<file path="config.mk">
export PLATFORM = sky130hd
export DESIGN_NAME = message_frame_parser_core_flat
export DESIGN_NICKNAME = d
export VERILOG_FILES = /design/src/hw/rtl/mfp_pkg.sv /design/src/hw/rtl/mfp_in_if.sv /design/src/hw/rtl/mfp_out_if.sv /design/src/hw/rtl/mfp_frame_acc.sv /design/src/hw/rtl/mfp_decode.sv /design/src/hw/rtl/message_frame_parser_core.sv /design/src/flat_wrapper.sv
export SDC_FILE = /design/constraint.sdc
export NUM_CORES = 1
export LEC_CHECK = 0
export BUFFER_PORTS_ARGS = -buffer_cell sky130_fd_sc_hd__buf_2
export CORE_ASPECT_RATIO = 1.2
export CORE_MARGIN = 8
export CORE_UTILIZATION = 35
export CTS_CLUSTER_DIAMETER = 120
export CTS_CLUSTER_SIZE = 40
export DETAILED_ROUTE_END_ITERATION = 6
export GPL_TIMING_DRIVEN = 0
export PLACE_DENSITY = 0.52
export SYNTH_ARGS = -nofsm -noshare
export SYNTH_HDL_FRONTEND = slang
export SYNTH_SLANG_ARGS = --single-unit
</file>
<file path="constraint.sdc">
create_clock -name clk_i -period 10.1 [get_ports clk_i]
set_clock_uncertainty 0.2 [all_clocks]
set_input_delay 0.505 -clock clk_i [delete_from_list [all_inputs] [get_ports clk_i]]
set_output_delay 0.505 -clock clk_i [all_outputs]
set_load 0.01 [all_outputs]
</file>
<file path="src/hw/rtl/mfp_pkg.sv">
package mfp_pkg;

  localparam int unsigned NumCodes  = 24;
  localparam int unsigned PayBytes  = 14;
  localparam int unsigned HdrBytes  = 8;
  localparam int unsigned LenBytes  = 4;
  localparam int unsigned IdxMax    = 22;
  localparam int unsigned NumFields = 7;

  localparam logic [1:0] StatusOk       = 2'd0;
  localparam logic [1:0] StatusShort    = 2'd1;
  localparam logic [1:0] StatusTooShort = 2'd2;

  localparam logic [4:0] TypeDinf    = 5'd1;
  localparam logic [4:0] TypeCinn    = 5'd5;
  localparam logic [4:0] TypeDmmv    = 5'd7;
  localparam logic [4:0] TypeDmrm    = 5'd8;
  localparam logic [4:0] TypeDmup    = 5'd9;
  localparam logic [4:0] TypeDmdn    = 5'd10;
  localparam logic [4:0] TypeDmwm    = 5'd11;
  localparam logic [4:0] TypeDkup    = 5'd12;
  localparam logic [4:0] TypeDkdn    = 5'd13;
  localparam logic [4:0] TypeDkrp    = 5'd14;
  localparam logic [4:0] TypeDclp    = 5'd16;
  localparam logic [4:0] TypeEicv    = 5'd21;
  localparam logic [4:0] TypeUnknown = 5'd24;

  typedef logic [31:0] code_arr_t [NumCodes];
  typedef logic [3:0]  min_arr_t  [NumCodes + 1];

  localparam code_arr_t CodeTable = '{
    "QINF", "DINF", "CIAK", "CALV", "CNOP", "CINN", "COUT", "DMMV",
    "DMRM", "DMUP", "DMDN", "DMWM", "DKUP", "DKDN", "DKRP", "CCLP",
    "DCLP", "CBYE", "EUNK", "EBSY", "EBAD", "EICV", "CROP", "DSOP"
  };

  // minimum payload data length per type, last entry for unknown
  localparam min_arr_t MinLen = '{
    4'd0, 4'd14, 4'd0, 4'd0, 4'd0, 4'd10, 4'd0, 4'd4, 4'd4, 4'd1, 4'd1, 4'd4, 4'd6,
    4'd6, 4'd8, 4'd5, 4'd5, 4'd0, 4'd0, 4'd0, 4'd0, 4'd4, 4'd0, 4'd0, 4'd0
  };

  typedef struct packed {
    logic [4:0]                count;
    logic [31:0]               length;
    logic [31:0]               code;
    logic [PayBytes-1:0][7:0]  payload;
  } frame_t;

  typedef struct packed {
    logic [1:0]                 status;
    logic [4:0]                 message_type;
    logic [NumFields-1:0][31:0] field;
  } result_t;

endpackage

</file>
<file path="src/hw/rtl/mfp_in_if.sv">
interface mfp_in_if;
  logic       valid;
  logic       ready;
  logic [7:0] byte_in;
  logic       last_byte;

  modport source (output valid, output byte_in, output last_byte, input ready);
  modport sink   (input valid, input byte_in, input last_byte, output ready);
endinterface

</file>
<file path="src/hw/rtl/mfp_out_if.sv">
interface mfp_out_if;
  logic        valid;
  logic        ready;
  logic [1:0]  status;
  logic [4:0]  message_type;
  logic [31:0] field_0;
  logic [31:0] field_1;
  logic [31:0] field_2;
  logic [31:0] field_3;
  logic [31:0] field_4;
  logic [31:0] field_5;
  logic [31:0] field_6;

  modport source (output valid, output status, output message_type, output field_0,
                  output field_1, output field_2, output field_3, output field_4,
                  output field_5, output field_6, input ready);
  modport sink   (input valid, input status, input message_type, input field_0,
                  input field_1, input field_2, input field_3, input field_4,
                  input field_5, input field_6, output ready);
endinterface

</file>
<file path="src/hw/rtl/mfp_frame_acc.sv">
module mfp_frame_acc
  import mfp_pkg::*;
(
  input  logic       clk_i,
  input  logic       rst_ni,
  input  logic       beat_i,
  input  logic [7:0] byte_i,
  input  logic       last_i,
  input  logic       advance_i,
  output logic       frame_valid_o,
  output frame_t     frame_o
);

  frame_t acc_q, acc_d;
  frame_t frame_q;
  logic   frame_valid_q;

  always_comb begin
    acc_d = acc_q;
    if (acc_q.count < 5'(IdxMax)) begin
      if (acc_q.count < 5'(LenBytes)) begin
        acc_d.length = {acc_q.length[23:0], byte_i};
      end else if (acc_q.count < 5'(HdrBytes)) begin
        acc_d.code = {acc_q.code[23:0], byte_i};
      end else begin
        for (int k = 0; k < PayBytes; k++) begin
          if (acc_q.count == 5'(HdrBytes + k)) acc_d.payload[k] = byte_i;
        end
      end
      acc_d.count = acc_q.count + 5'd1;
    end
  end

  always_ff @(posedge clk_i or negedge rst_ni) begin
    if (!rst_ni) begin
      acc_q         <= '0;
      frame_valid_q <= 1'b0;
    end else begin
      frame_valid_q <= (beat_i && last_i) || (frame_valid_q && !advance_i);
      if (beat_i) begin
        // a finished frame starts the next one from scratch
        acc_q <= last_i ? '0 : acc_d;
      end
    end
  end

  always_ff @(posedge clk_i) begin
    if (beat_i && last_i) frame_q <= acc_d;
  end

  assign frame_valid_o = frame_valid_q;
  assign frame_o       = frame_q;

endmodule

</file>
<file path="src/hw/rtl/mfp_decode.sv">
module mfp_decode
  import mfp_pkg::*;
(
  input  frame_t  frame_i,
  output result_t result_o
);

  function automatic logic [15:0] rd16(input logic [PayBytes-1:0][7:0] p,
                                       input logic [3:0] pos);
    return {p[pos], p[pos + 4'd1]};
  endfunction

  function automatic logic [31:0] ux16(input logic [15:0] v);
    return {16'd0, v};
  endfunction

  function automatic logic [31:0] sx16(input logic [15:0] v);
    return {{16{v[15]}}, v};
  endfunction

  logic [4:0]  msg_type;
  logic [31:0] pay_len;
  logic [PayBytes-1:0][7:0] p;

  assign p = frame_i.payload;

  always_comb begin
    msg_type = TypeUnknown;
    for (int i = NumCodes - 1; i >= 0; i--) begin
      if (frame_i.code == CodeTable[i]) msg_type = 5'(i);
    end
  end

  assign pay_len = (frame_i.length >= 32'(LenBytes)) ? frame_i.length - 32'(LenBytes) : '0;

  always_comb begin
    result_o              = '0;
    result_o.message_type = msg_type;
    if (frame_i.count < 5'(HdrBytes)) begin
      result_o.status       = StatusShort;
      result_o.message_type = TypeUnknown;
    end else if (pay_len < {28'd0, MinLen[msg_type]}) begin
      result_o.status = StatusTooShort;
    end else begin
      case (msg_type) inside
        TypeDinf: begin
          for (int i = 0; i < NumFields; i++) begin
            result_o.field[i] = ux16(rd16(p, 4'(2 * i)));
          end
        end
        TypeDmmv, TypeEicv: begin
          result_o.field[0] = ux16(rd16(p, 4'd0));
          result_o.field[1] = ux16(rd16(p, 4'd2));
        end
        TypeDmrm, TypeDmwm: begin
          result_o.field[0] = sx16(rd16(p, 4'd0));
          result_o.field[1] = sx16(rd16(p, 4'd2));
        end
        TypeDmup, TypeDmdn: begin
          result_o.field[0] = {{24{p[0][7]}}, p[0]};
        end
        TypeCinn: begin
          result_o.field[0] = ux16(rd16(p, 4'd0));
          result_o.field[1] = ux16(rd16(p, 4'd2));
          result_o.field[2] = {rd16(p, 4'd4), rd16(p, 4'd6)};
          result_o.field[3] = ux16(rd16(p, 4'd8));
        end
        TypeDkup, TypeDkdn: begin
          result_o.field[0] = ux16(rd16(p, 4'd0));
          result_o.field[1] = ux16(rd16(p, 4'd2));
          result_o.field[2] = ux16(rd16(p, 4'd4));
        end
        TypeDkrp: begin
          result_o.field[0] = ux16(rd16(p, 4'd0));
          result_o.field[1] = ux16(rd16(p, 4'd2));
          result_o.field[2] = ux16(rd16(p, 4'd4));
          result_o.field[3] = ux16(rd16(p, 4'd6));
        end
        TypeDclp: begin
          result_o.field[0] = {24'd0, p[0]};
          result_o.field[1] = {p[1], p[2], p[3], p[4]};
        end
        default: ;
      endcase
    end
  end

endmodule

</file>
<file path="src/hw/rtl/message_frame_parser_core.sv">
// length-prefixed message parser, one byte per beat on in_i
// a message is a run of beats ending with last_byte high: four bytes of
// big-endian length, a four-character code, then up to 14 payload bytes;
// bytes past the 22nd are dropped, missing payload bytes read as zero
// each message gives exactly one result beat on out_o: status, message type
// and seven decoded 32-bit fields (signed ones sign-extended)
// throughput: one byte per cycle while in_i.ready is high, a new message may start on the cycle
// after a last byte
// the frame register loads on the edge that takes the last byte, and the result
// register loads from it once out_o can advance, so the result is presented
// from a register
// stall: while out_o is held off, the frame register holds the next finished
// message and in_i keeps taking bytes until a second last byte would need
// that register; ready then drops until the result is taken
// reset: the byte counter, header and payload are cleared, no result pending
module message_frame_parser_core
  import mfp_pkg::*;
(
  input  logic     clk_i,
  input  logic     rst_ni,
  mfp_in_if.sink   in_i,
  mfp_out_if.source out_o
);

  logic    beat;
  logic    advance;
  logic    frame_valid;
  frame_t  frame;
  result_t result_d, result_q;
  logic    out_valid_q;

  assign advance    = !out_valid_q || out_o.ready;
  // non-last bytes only touch the accumulator, so they never wait
  assign in_i.ready = !in_i.last_byte || !frame_valid || advance;
  assign beat       = in_i.valid && in_i.ready;

  mfp_frame_acc u_acc (
    .clk_i,
    .rst_ni,
    .beat_i        (beat),
    .byte_i        (in_i.byte_in),
    .last_i        (in_i.last_byte),
    .advance_i     (advance),
    .frame_valid_o (frame_valid),
    .frame_o       (frame)
  );

  mfp_decode u_dec (
    .frame_i  (frame),
    .result_o (result_d)
  );

  always_ff @(posedge clk_i or negedge rst_ni) begin
    if (!rst_ni) begin
      out_valid_q <= 1'b0;
    end else if (advance) begin
      out_valid_q <= frame_valid;
    end
  end

  always_ff @(posedge clk_i) begin
    if (advance && frame_valid) result_q <= result_d;
  end

  assign out_o.valid        = out_valid_q;
  assign out_o.status       = result_q.status;
  assign out_o.message_type = result_q.message_type;
  assign out_o.field_0      = result_q.field[0];
  assign out_o.field_1      = result_q.field[1];
  assign out_o.field_2      = result_q.field[2];
  assign out_o.field_3      = result_q.field[3];
  assign out_o.field_4      = result_q.field[4];
  assign out_o.field_5      = result_q.field[5];
  assign out_o.field_6      = result_q.field[6];

endmodule

</file>
<file path="src/flat_wrapper.sv">
// flat-port wrapper written by rule: the top's interface ports become plain ports
module message_frame_parser_core_flat import mfp_pkg::*;
  (clk_i, rst_ni, in_i_valid, in_i_byte_in, in_i_last_byte, in_i_ready, out_o_valid, out_o_status, out_o_message_type, out_o_field_0, out_o_field_1, out_o_field_2, out_o_field_3, out_o_field_4, out_o_field_5, out_o_field_6, out_o_ready);
  mfp_in_if in_i_i ();
  mfp_out_if out_o_i ();
  input  logic clk_i;
  input  logic rst_ni;
  input wire logic [$bits(in_i_i.valid)-1:0] in_i_valid;
  input wire logic [$bits(in_i_i.byte_in)-1:0] in_i_byte_in;
  input wire logic [$bits(in_i_i.last_byte)-1:0] in_i_last_byte;
  output wire logic [$bits(in_i_i.ready)-1:0] in_i_ready;
  output wire logic [$bits(out_o_i.valid)-1:0] out_o_valid;
  output wire logic [$bits(out_o_i.status)-1:0] out_o_status;
  output wire logic [$bits(out_o_i.message_type)-1:0] out_o_message_type;
  output wire logic [$bits(out_o_i.field_0)-1:0] out_o_field_0;
  output wire logic [$bits(out_o_i.field_1)-1:0] out_o_field_1;
  output wire logic [$bits(out_o_i.field_2)-1:0] out_o_field_2;
  output wire logic [$bits(out_o_i.field_3)-1:0] out_o_field_3;
  output wire logic [$bits(out_o_i.field_4)-1:0] out_o_field_4;
  output wire logic [$bits(out_o_i.field_5)-1:0] out_o_field_5;
  output wire logic [$bits(out_o_i.field_6)-1:0] out_o_field_6;
  input wire logic [$bits(out_o_i.ready)-1:0] out_o_ready;
  assign in_i_i.valid = in_i_valid;
  assign in_i_i.byte_in = in_i_byte_in;
  assign in_i_i.last_byte = in_i_last_byte;
  assign in_i_ready = in_i_i.ready;
  assign out_o_valid = out_o_i.valid;
  assign out_o_status = out_o_i.status;
  assign out_o_message_type = out_o_i.message_type;
  assign out_o_field_0 = out_o_i.field_0;
  assign out_o_field_1 = out_o_i.field_1;
  assign out_o_field_2 = out_o_i.field_2;
  assign out_o_field_3 = out_o_i.field_3;
  assign out_o_field_4 = out_o_i.field_4;
  assign out_o_field_5 = out_o_i.field_5;
  assign out_o_field_6 = out_o_i.field_6;
  assign out_o_i.ready = out_o_ready;
  message_frame_parser_core u_core (.clk_i(clk_i), .rst_ni(rst_ni), .in_i(in_i_i), .out_o(out_o_i));
endmodule
</file>
-- After elaboration in Yosys (flattened, before gate mapping)
Memory sizes are Yosys's and may differ from the RTL's.
Cells that the tools add are included.
- reduce and logical (&&, ||, !) cells: 21
- $lt $le $gt $ge: 7
- add/sub/neg operators: 2
- multiplexer cells: 78
- bitwise gates (word level): 2
- equal/unequal tests: 50
- operators by type and width (kind ; count):
    equality test 32 x 31 -> 1 bit, second input constant ; 24
    2-to-1 mux 32 bit ; 12
    2-to-1 mux 181 bit ; 2
    2-to-1 mux 16 bit ; 20
    2-to-1 mux 144 bit ; 1
    2-to-1 mux 8 bit ; 15
    2-to-1 mux 112 bit ; 1
    2-to-1 mux 5 bit ; 16
    equality test 5 x 4 -> 1 bit, second input constant ; 15
    equality test 5 bit, second input constant ; 8
    2-to-1 mux 4 bit ; 10
    greater-or-equal comparator 32 x 3 -> 1 bit, second input constant ; 1
    < comparator 32 x 4 -> 1 bit ; 1
    subtractor 32 x 3 -> 32 bit, second input constant ; 1
    OR reduction 12 bit ; 1
    equality test 5 x 3 -> 1 bit, second input constant ; 2
    < comparator 5 x 4 -> 1 bit, second input constant ; 2
    OR reduction 2 bit ; 5
    OR reduction 9 bit ; 1
    greater-or-equal comparator 6 bit, second input constant ; 1
    NOT 5 -> 6 bit ; 1
    adder 5 x 1 -> 5 bit, second input constant ; 1
    equality test 5 x 1 -> 1 bit, second input constant ; 1
    < comparator 5 x 3 -> 1 bit, second input constant ; 1
    8 further kinds ; 17
- ROM bits: 128
- word-level logic and storage cells: 213
- bits of input ports: 13
- register bits: 595
- memories kept: 1
- memory list (memory ; words ; bits a word ; rd ports ; clocked after memory_dff ; wr ports ; RTL line ; RTL):
    (name not given) ; 32 ; 4 ; 1 ; 0 ; 0 ; mfp_decode.sv:42 ; end else if (pay_len < {28'd0, MinLen[msg_type]}) begin

-- Longest topological paths before layout
Gate-level depths: netlist of run 1.
- depth after elaboration: 34
- mapped depth: 27
- depth with buffers taken out: 22

-- By module
A second synthesis of run 1 with hierarchy kept.
- cell total of the unflattened synthesis: 2067
- area total of the unflattened synthesis: 26404.1 sq um
- modules (own cells, without submodules) (module ; cells an instance ; sequential area each (sq um) ; times used ; area an instance (sq um)):
    mfp_frame_acc ; 1238 ; 9989.6 ; 1 ; 15508.6
    message_frame_parser_core ; 237 ; 6961.7 ; 1 ; 6995.5
    mfp_decode ; 592 ; 0.0 ; 1 ; 3900.0

-- Worst setup path after synthesis of run 1
Ideal clock, no wire load.
- kind: register to register
- start: register u_core.out_valid_q (netlist: u_core.out_o.valid)
- end: register u_core.u_acc.frame_q (netlist bit u_core.u_acc.frame_o[0]), enable pin
- cell stages (with the launch flop): 6
- library setup time: 721 ps
- setup slack: 774 ps
- arrival: 8405 ps
- cells stage by stage: dfrtp_1 -> nor2b_1 -> nand3_1 -> nand2_1 -> clkbuf_1 -> nor2_1
- cells in the longest elaborated chain, start to end: 5
- RTL lines (what ; RTL line ; RTL):
    start, declared ; message_frame_parser_core.sv:30 ; logic out_valid_q;
    start signal, assigned ; message_frame_parser_core.sv:57 ; out_valid_q <= frame_valid;
    zero test 1 bit ; message_frame_parser_core.sv:32 ; assign advance = !out_valid_q || out_o.ready;
    logical OR 1 bit ; message_frame_parser_core.sv:32 ;
    logical OR 1 bit ; message_frame_parser_core.sv:34 ; assign in_i.ready = !in_i.last_byte || !frame_valid || advance;
    net in_i_ready ; flat_wrapper.sv:11 ; output wire logic [$bits(in_i_i.ready)-1:0] in_i_ready;
    logical AND 1 bit ; message_frame_parser_core.sv:35 ; assign beat = in_i.valid && in_i.ready;
    logical AND 1 bit ; mfp_frame_acc.sv:48 ; if (beat_i && last_i) frame_q <= acc_d;
    end signal, assigned ; mfp_frame_acc.sv:48 ;
    end, declared ; mfp_frame_acc.sv:15 ; frame_t frame_q;
The timed path passes the listed nets, and every way through them passes these cells.
A chain may end at the register's enable or synchronous reset.

-- Final worst setup path of run 1
- start: register u_core.u_acc.frame_q (netlist bit u_core.u_acc.frame_o[135])
- end: register u_core.result_q (netlist bit u_core.out_o.field_1[29]), data pin
- cells in the longest elaborated chain, start to end: 32
- elaborated cells on any way between the ends: 75
- classes of those cells: order compare (1); eq/ne (36); mux (32); bitwise (1); reduce/logical (4); memory (1)
- RTL lines (what ; RTL line ; RTL):
    equality test 32 x 31 -> 1 bit ; mfp_decode.sv:30 ; if (frame_i.code == CodeTable[i]) msg_type = 5'(i);
    2-to-1 mux 4 bit (8 in a row) ; mfp_decode.sv:30 ;
    2-to-1 mux 5 bit (15 in a row) ; mfp_decode.sv:30 ;
    2-to-1 mux 5 bit * ; mfp_decode.sv:30 ;
    net u_core.u_dec.msg_type[0] ; mfp_decode.sv:21 ; logic [4:0] msg_type;
    parallel branches: the longest is 7 deep, another holds < comparator 32 x 4 -> 1 bit ; - ;
    end signal, assigned ; message_frame_parser_core.sv:62 ; if (advance && frame_valid) result_q <= result_d;
    end, declared ; message_frame_parser_core.sv:29 ; result_t result_d, result_q;
Mark *: on every way through the listed nets, which the timed path passes. The select of a mux whose other input is x is not followed.

==> impl_metrics.tcl, run 1 <==
set metrics [dict create \
    post_synth_num_cell_types 72 \
    grt_pass1_wl_um 99300 \
    min_clock_period_post_route_ns 7.12 \
    wl_per_cell_um 23.1 \
    design.core.area_um2 65500 \
    worst_ep_arrival_time_ns 7.24 \
    postSynthAreaPerCell_um2 13.3 \
    crit_path_top_delay_cell "sky130_fd_sc_hd__or4_1" \
    placedInstanceArea_um2 25500 \
    drc_errors 0 \
    detail_route.first_pass.iterations 6 \
    setup.worst_path.end_class "flip-flop" \
    part_of_the_yosys_area_used_for_sequential_elements 0.628 \
    fin_setup_tns_ns 0 \
    setup.worst_path.start_class "flip-flop" \
    class_of_the_tightest_hold_or_removal_check "in -> reg" \
    port-buffer-count 179 \
    final_layout_size_suffix_gt1_frac 0.236 \
    die_area_um2 74400 \
    dp_cells 2823 \
    switchingPower_w 0.000947 \
    netlist_area_um2 23100 \
    detail-route-antenna-nets 0 \
    fill_cell_count 6199 \
    grt_setup_unrepaired "false" \
    min_period_over_period 0.705 \
    max_slew_headroom_at_the_worst_pin 0.170 \
    cp.required_ns 10.22 \
    worst-r2r-cell-count 26 \
    grt_pass1_vias 15500 \
    worstPathMaxFanout 10 \
    grt_max_degree 103 \
    seq_power_share 0.636 \
    worstReg2RegStart "u_core.u_acc.frame_o[135]" \
    proportion_of_power_drawn_by_the_clock_network 0.248 \
    clock_root_buffer "sky130_fd_sc_hd__clkbuf_16" \
    criticalPathCategory "reg -> reg" \
    cts.clk_slew.worst_paths_ns 0.15 \
    synth_async_sr_flop_share 0.357 \
    grt_antenna_before_repair 4 \
    detailed_place_hpwl_um 49000 \
    internal-power_w 0.00283 \
    synthCells 1732 \
    power_switching_share 0.251 \
    synth_ff_type "sky130_fd_sc_hd__edfxtp_1" \
    cap_violations 0 \
    cpPeakStageDelay_ns 0.66 \
    achievable-frequency_ghz 0.140 \
    worst_ir_drop_vdd_mv 0.100 \
    critPathTopFamily "simple AND/OR/NAND/NOR gates" \
    cts.path.max_buffers 3 \
    postRouteWirelength_um 65900 \
    area_overhead_of_the_layout_relative_to_synthesis_pct 12.6 \
    combPwrFrac 0.116 \
    startpoint_of_the_most_critical_hold_path "in_i_last_byte" \
    route.vias.total 15300 \
    postSynthRegisterBits 513 \
    cts_buffers 16 \
    report.final.slew_viol_count 0 \
    outcome "complete, no violations" \
    row_count 103 \
    crit-reg2reg-capture "u_core.out_o.field_1[29]" \
    placer_congestion 0.865 \
    finish.instance_area_um2 26000 \
    avgViaCountPerCell 5.36 \
    hold-path-endpoint "u_core.u_acc.acc_q[177]" \
    final_nets 2031 \
    tightest_slew_ns 1.24 \
    clkLatencyLatePin_ns 0.57 \
    instances_no_fill 2855 \
    global_route.usage.total 0.170 \
    cts_setup_buffers 0 \
    power_density_nw_per_um2 146 \
    synth_enable_flop_cells 330 \
    holdPathStages 2 \
    gr-total-overflow 0 \
    cp.buffers_inverters 7 \
    cts_repair_resizes 0 \
    tritoncts "built" \
    die_h_um 297 \
    detailedRoute.firstIterationViolations 1153 \
    total_leakage_power_nw 10.4 \
    cts_max_level 1 \
    yosysWarningCount 0 \
    top_level_ports 246 \
    reg2reg_setup_slack_ns 2.98 \
    most_frequent_cp_cell "sky130_fd_sc_hd__buf_2" \
    final_hold_viol_count 0 \
    die_width_um 250 \
    clkSinkCount 513 \
    floorplan.initialDensity 0.352 \
    setup_violations 0 \
]
==> power by group through the flow <==
stage | clock (W) | sequential, W | combinational (W)
global placement | 0 | 0.00248 | 0.000421
floorplan | 0 | 0.00246 | 0.000255
finish | 0.000938 | 0.00241 | 0.000437
global route | 0.00103 | 0.00242 | 0.000474
CTS | 0.000975 | 0.00241 | 0.000441
detailed placement | 0 | 0.00245 | 0.000438
==> cells in the final DEF, fill, tap and decap left out, types with 6 or more instances in the layout <==
cell type                     n
sky130_fd_sc_hd__o31ai_1     33
sky130_fd_sc_hd__buf_12       6
sky130_fd_sc_hd__nand4_1     23
sky130_fd_sc_hd__nor2_1      26
sky130_fd_sc_hd__nor3_1      75
sky130_fd_sc_hd__dfrtp_1    183
sky130_fd_sc_hd__nor4_1      14
sky130_fd_sc_hd__ha_1        15
sky130_fd_sc_hd__buf_1        6
sky130_fd_sc_hd__inv_1       16
sky130_fd_sc_hd__a211oi_1    34
sky130_fd_sc_hd__nor2b_1      7
sky130_fd_sc_hd__buf_2      210
sky130_fd_sc_hd__nor4bb_1     7
sky130_fd_sc_hd__mux2_2     124
sky130_fd_sc_hd__nor4b_1      6
sky130_fd_sc_hd__nand2b_1    10
sky130_fd_sc_hd__a32oi_1     34
sky130_fd_sc_hd__o21ai_0     62
sky130_fd_sc_hd__a22o_1     179
sky130_fd_sc_hd__nand2_1    116
sky130_fd_sc_hd__nor3b_1      8
sky130_fd_sc_hd__or4_1        8
sky130_fd_sc_hd__edfxtp_1   330
sky130_fd_sc_hd__buf_4       83
sky130_fd_sc_hd__conb_1      64
sky130_fd_sc_hd__clkbuf_1    97
sky130_fd_sc_hd__nand3_1     32
sky130_fd_sc_hd__clkbuf_16   17
sky130_fd_sc_hd__and2_1      58
sky130_fd_sc_hd__a21o_1       7
sky130_fd_sc_hd__a21oi_1     28
==> sequential cells by signal (all words and copies together) (netlist names), 5 cells and up <==
name,flops
u_core.u_acc.acc_q,181
u_core.u_acc.frame_o,178
u_core.out_o.field_1,32
u_core.out_o.field_2,32
u_core.out_o.field_0,17
u_core.out_o.field_3,16
u_core.out_o.field_4,16
u_core.out_o.field_5,16
u_core.out_o.field_6,16
u_core.out_o.message_type,5
==> metrics by stage <==
stage	utilization	total power, W	hold slack [ns]	worst slack [ns]
floorplan	-	0.00272	0.00941	0.774
global placement	0.386	0.00290	0.281	-3.52
detailed placement	0.389	0.00289	0.285	3.10
CTS	0.396	0.00382	0.0313	3.05
global route	0.396	0.00392	0.0449	2.51
finish	0.397	0.00378	0.0673	2.98
==> layout make-up <==
class                      instances  area [µm²]  share of cell area
sequential                       513       14500               0.558
inverter                          16        60.1             0.00231
clock inverter                     1        8.76            0.000337
antenna                            2        5.00            0.000193
buffer                           208        1130              0.0436
tap                              840        1050              0.0405
clock buffer                      27         463              0.0178
multi-input combinational       1058        7620               0.294
timing repair buffer             190        1130              0.0435
==> kinds of logic (layout without fill, tap and decap cells) <==
| logic type | Yosys count | after routing | share of synthesized area |
|---|---|---|---|
| flip-flops | 513 | 513 | 0.628 |
| adder cells (fa/ha/maj) | 15 | 15 | 0.00814 |
| multiplexers | 126 | 126 | 0.0614 |
| XOR/XNOR | 4 | 4 | 0.00152 |
| AO/OA/AOI/OAI | 410 | 410 | 0.138 |
| buffers and inverters | 224 | 442 | 0.0517 |
| AND/OR/NAND/NOR | 439 | 439 | 0.110 |
| other | 1 | 66 | 0.000163 |
==> worst max-delay path by stage <==
stage	cells after the start	end	start	slack, ns
detailed placement	26	u_core.out_o.field_1[29]	u_core.u_acc.frame_o[135]	3.10
finish	26	u_core.out_o.field_1[29]	u_core.u_acc.frame_o[135]	2.98
floorplan	5	u_core.u_acc.frame_o[0]	u_core.out_o.valid	0.77
global route	25	u_core.out_o.field_1[30]	u_core.u_acc.frame_o[135]	2.51
global placement	5	u_core.u_acc.frame_o[4]	in_i_last_byte	-3.52
CTS	25	u_core.out_o.field_1[30]	u_core.u_acc.frame_o[135]	3.05
==> metal layers <==
metal  vias to the layer above  global-route usage  wire, µm  share of wire
li1                       7063                   -         -              -
met1                      7668               0.209     27100           0.41
met2                       464               0.302     33100           0.50
met3                       103              0.0248      3300          0.050
met4                         2              0.0599      2400          0.036
met5                         -                   0        13        0.00020
==> cell usage after synthesis, drive strengths merged, types with 32 or more instances <==
library cell  count  area (µm²)
dfrtp           183        4580
o21ai            63         315
nand2           117         442
nand3            32         160
a32oi            34         298
nor3             77         395
edfxtp          330        9910
o31ai            33         248
and2             59         369
buf             121         806
a22o            179        1570
a211oi           35         268
mux2            124        1400
clkbuf           87         327
==> repair_timing <==
item | in CTS | in global routing
hold endpoints to repair | 82 | 0
endpoints found under the setup margin | 0 | 0
hold buffers | 2 | 0
No activity file was read; power rests on OpenSTA's default activity.
==> run 2, diff against run 1 <==
Settings changed: PLACE_DENSITY 0.52 to 0.54.
Clock period 10.1 ns to 6.05 ns, I/O delays scaled along.
==> run 2 against run 1 <==
Flip-flop and latch count is the same. Critical endpoint is now u_core.out_o.field_6[1]. Global-route usage is essentially flat. Sequential power grew 67%. Register-to-register slack lost 2.8 ns. Largest cell class unchanged. Worst setup slack lost 2.8 ns. Cell area grew 2.5%. Clock power grew 67%. Largest power group unchanged. Utilization grew 1.0 points. Fmax grew 22%. Critical path type unchanged. Hold slack lost 0.027 ns. First-iteration DRC count shrank 8.3%.
==> impl_metrics.tcl, run 2 (same netlist as run 1, synthesis figures left out) <==
set metrics [dict create \
    fill_cell_count 6166 \
    drc_errors 0 \
    cp.required_ns 6.17 \
    die_area_um2 74400 \
    global_route.usage.total 0.171 \
    grt_pass1_vias 15600 \
    worst_ir_drop_vdd_mv 0.182 \
    outcome "complete, no violations" \
    top_level_ports 246 \
    tightest_slew_ns 1.32 \
    port-buffer-count 179 \
    route.vias.total 15500 \
    total_leakage_power_nw 10.7 \
    finish.instance_area_um2 26600 \
    mostFrequentLayoutCells "sky130_fd_sc_hd__edfxtp_1 (330), sky130_fd_sc_hd__buf_2 (203), sky130_fd_sc_hd__dfrtp_1 (183), sky130_fd_sc_hd__a22o_1 (179), sky130_fd_sc_hd__mux2_2 (124)" \
    totalPowerFinal_w 0.00635 \
    setup.worst_path.end_class "flip-flop" \
    row_count 103 \
    criticalPathCategory "reg -> reg" \
    grt_pass1_wl_um 100000 \
    clkLatencyLatePin_ns 0.58 \
    cts_buffers 16 \
    reg2reg_setup_slack_ns 0.21 \
    postRouteWirelength_um 66100 \
    postLayoutSetupSlackWorst_ns 0.208 \
    die_width_um 250 \
    die_h_um 297 \
    worst_ep_arrival_time_ns 5.97 \
    worstPathMaxFanout 10 \
    wl_per_cell_um 22.9 \
    place_ws_ns -1.02 \
    final_nets 2067 \
    grt_max_degree 101 \
    class_of_the_tightest_hold_or_removal_check "in -> async" \
    regMostFlops "u_core.u_acc.acc_q" \
    min_clock_period_post_route_ns 5.84 \
    max_slew_headroom_at_the_worst_pin 0.114 \
    seq_power_share 0.632 \
    cts_max_level 1 \
    detailedRoute.firstIterationViolations 1057 \
    placedInstanceArea_um2 25500 \
    design.core.area_um2 65500 \
    proportion_of_power_drawn_by_the_clock_network 0.248 \
    placer_congestion 0.872 \
    power_density_nw_per_um2 239 \
    report.final.slew_viol_count 0 \
    detail-route-antenna-nets 0 \
    gr-total-overflow 0 \
    min_period_over_period 0.966 \
    clock_root_buffer "sky130_fd_sc_hd__clkbuf_16" \
    largest_register_ffs 181 \
    internal-power_w 0.00475 \
    grt_antenna_before_repair 5 \
    cts.clk_slew.worst_paths_ns 0.15 \
    final_core_util 0.407 \
    avgViaCountPerCell 5.38 \
    cts.path.max_buffers 3 \
    final_hold_viol_count 0 \
    clkSinkCount 513 \
    detailed_place_hpwl_um 48600 \
    switchingPower_w 0.00160 \
    floorplan.initialDensity 0.352 \
    setup_violations 0 \
    final_layout_size_suffix_gt1_frac 0.271 \
    power_switching_share 0.252 \
    final_common_cell "sky130_fd_sc_hd__edfxtp_1" \
    combPwrFrac 0.120 \
    detail_route.first_pass.iterations 7 \
    setup.worst_path.start_class "flip-flop" \
    achievable-frequency_ghz 0.171 \
    tritoncts "built" \
    area_overhead_of_the_layout_relative_to_synthesis_pct 15.5 \
    cap_violations 0 \
]
==> run 2: cell type report <==
class / instances / area, µm² / share of cell area
well taps: 840 / 1050 / 0.0395
plain buffers: 206 / 1170 / 0.0441
clock inverters: 1 / 8.76 / 0.000329
flip-flops and latches: 513 / 14500 / 0.544
diodes: 2 / 5.00 / 0.000188
multi-input cells: 1058 / 7900 / 0.297
clock buffers: 27 / 463 / 0.0174
repair buffers: 228 / 1470 / 0.0552
inverters: 16 / 60.1 / 0.00226
==> run 2: metrics by stage <==
step	TNS (ns)	instances	hold slack [ns]
5_1_grt	-2.50	2890	0.0184
3_5_place_dp	-100.18	2824	-0.0400
3_3_place_gp	-124.71	2814	0.282
4_1_cts	0	2869	0.00488
2_1_floorplan	0	1795	-0.193
6_report	0	2891	0.0404
==> run 2: power by group through the flow <==
stage	combinational (W)	clock (W)	sequential, W
after global routing	0.000825	0.00173	0.00404
after CTS	0.000755	0.00163	0.00402
final	0.000763	0.00157	0.00402
after detailed placement	0.000738	0	0.00409
after floorplan	0.000426	0	0.00410
after global placement	0.000703	0	0.00411
==> run 2: timing repair <==
| action | 4_1_cts | 5_1_grt |
|---|---|---|
| pin swaps | 5 | 12 |
| setup endpoints to repair | 146 | 145 |
| gates resized for setup | 32 | 51 |
| hold endpoints to repair | 130 | 0 |
| setup buffers | 12 | 21 |
| hold buffers | 6 | 0 |
==> run 2: critical path, cell delays in order (launching register included) <==
cell and delay (ns):
sky130_fd_sc_hd__edfxtp_1 0.42, sky130_fd_sc_hd__buf_2 0.20, sky130_fd_sc_hd__or4b_1 0.60, sky130_fd_sc_hd__nor4_4 0.24, sky130_fd_sc_hd__nand3_2 0.14, sky130_fd_sc_hd__nor2_2 0.14, sky130_fd_sc_hd__nor4_2 0.08, sky130_fd_sc_hd__and4_2 0.23
sky130_fd_sc_hd__inv_1 0.12, sky130_fd_sc_hd__ha_2 0.23, sky130_fd_sc_hd__inv_1 0.07, sky130_fd_sc_hd__a21o_1 0.17, sky130_fd_sc_hd__a22oi_2 0.24, sky130_fd_sc_hd__buf_6 0.14, sky130_fd_sc_hd__nor3_2 0.06, sky130_fd_sc_hd__ha_1 0.21
sky130_fd_sc_hd__a21oi_2 0.16, sky130_fd_sc_hd__nor4b_2 0.19, sky130_fd_sc_hd__and4_1 0.21, sky130_fd_sc_hd__o221ai_1 0.11, sky130_fd_sc_hd__nand4b_1 0.33, sky130_fd_sc_hd__a22oi_2 0.34, sky130_fd_sc_hd__a211oi_4 0.15, sky130_fd_sc_hd__buf_4 0.21
sky130_fd_sc_hd__buf_2 0.19, sky130_fd_sc_hd__and2_1 0.20
==> run 2: path summary, 6_finish.rpt <==
kind                                           start                 endpoint  cells after the start
hold / removal                                rst_ni   u_core.u_acc.acc_q[72]                      3
setup reg to reg           u_core.u_acc.frame_o[123]  u_core.out_o.field_6[1]                     25
min in group clk_i                        in_i_valid  u_core.u_acc.acc_q[176]                      4
max in group asynchronous                     rst_ni  u_core.u_acc.acc_q[136]                      4
setup / recovery           u_core.u_acc.frame_o[123]  u_core.out_o.field_6[1]                     25
hold reg to reg              u_core.u_acc.acc_q[140]  u_core.u_acc.acc_q[140]                      1
==> run 2: routing by layer <==
layer  share of wire  vias to the layer above  routed length [µm]  track usage
met4           0.029                        4                1900       0.0491
met2            0.51                      482               33600        0.306
met3           0.050                       88                3330       0.0252
li1                -                     7143                   -            -
met1            0.41                     7825               27300        0.211
met5         0.00041                        -                  27            0
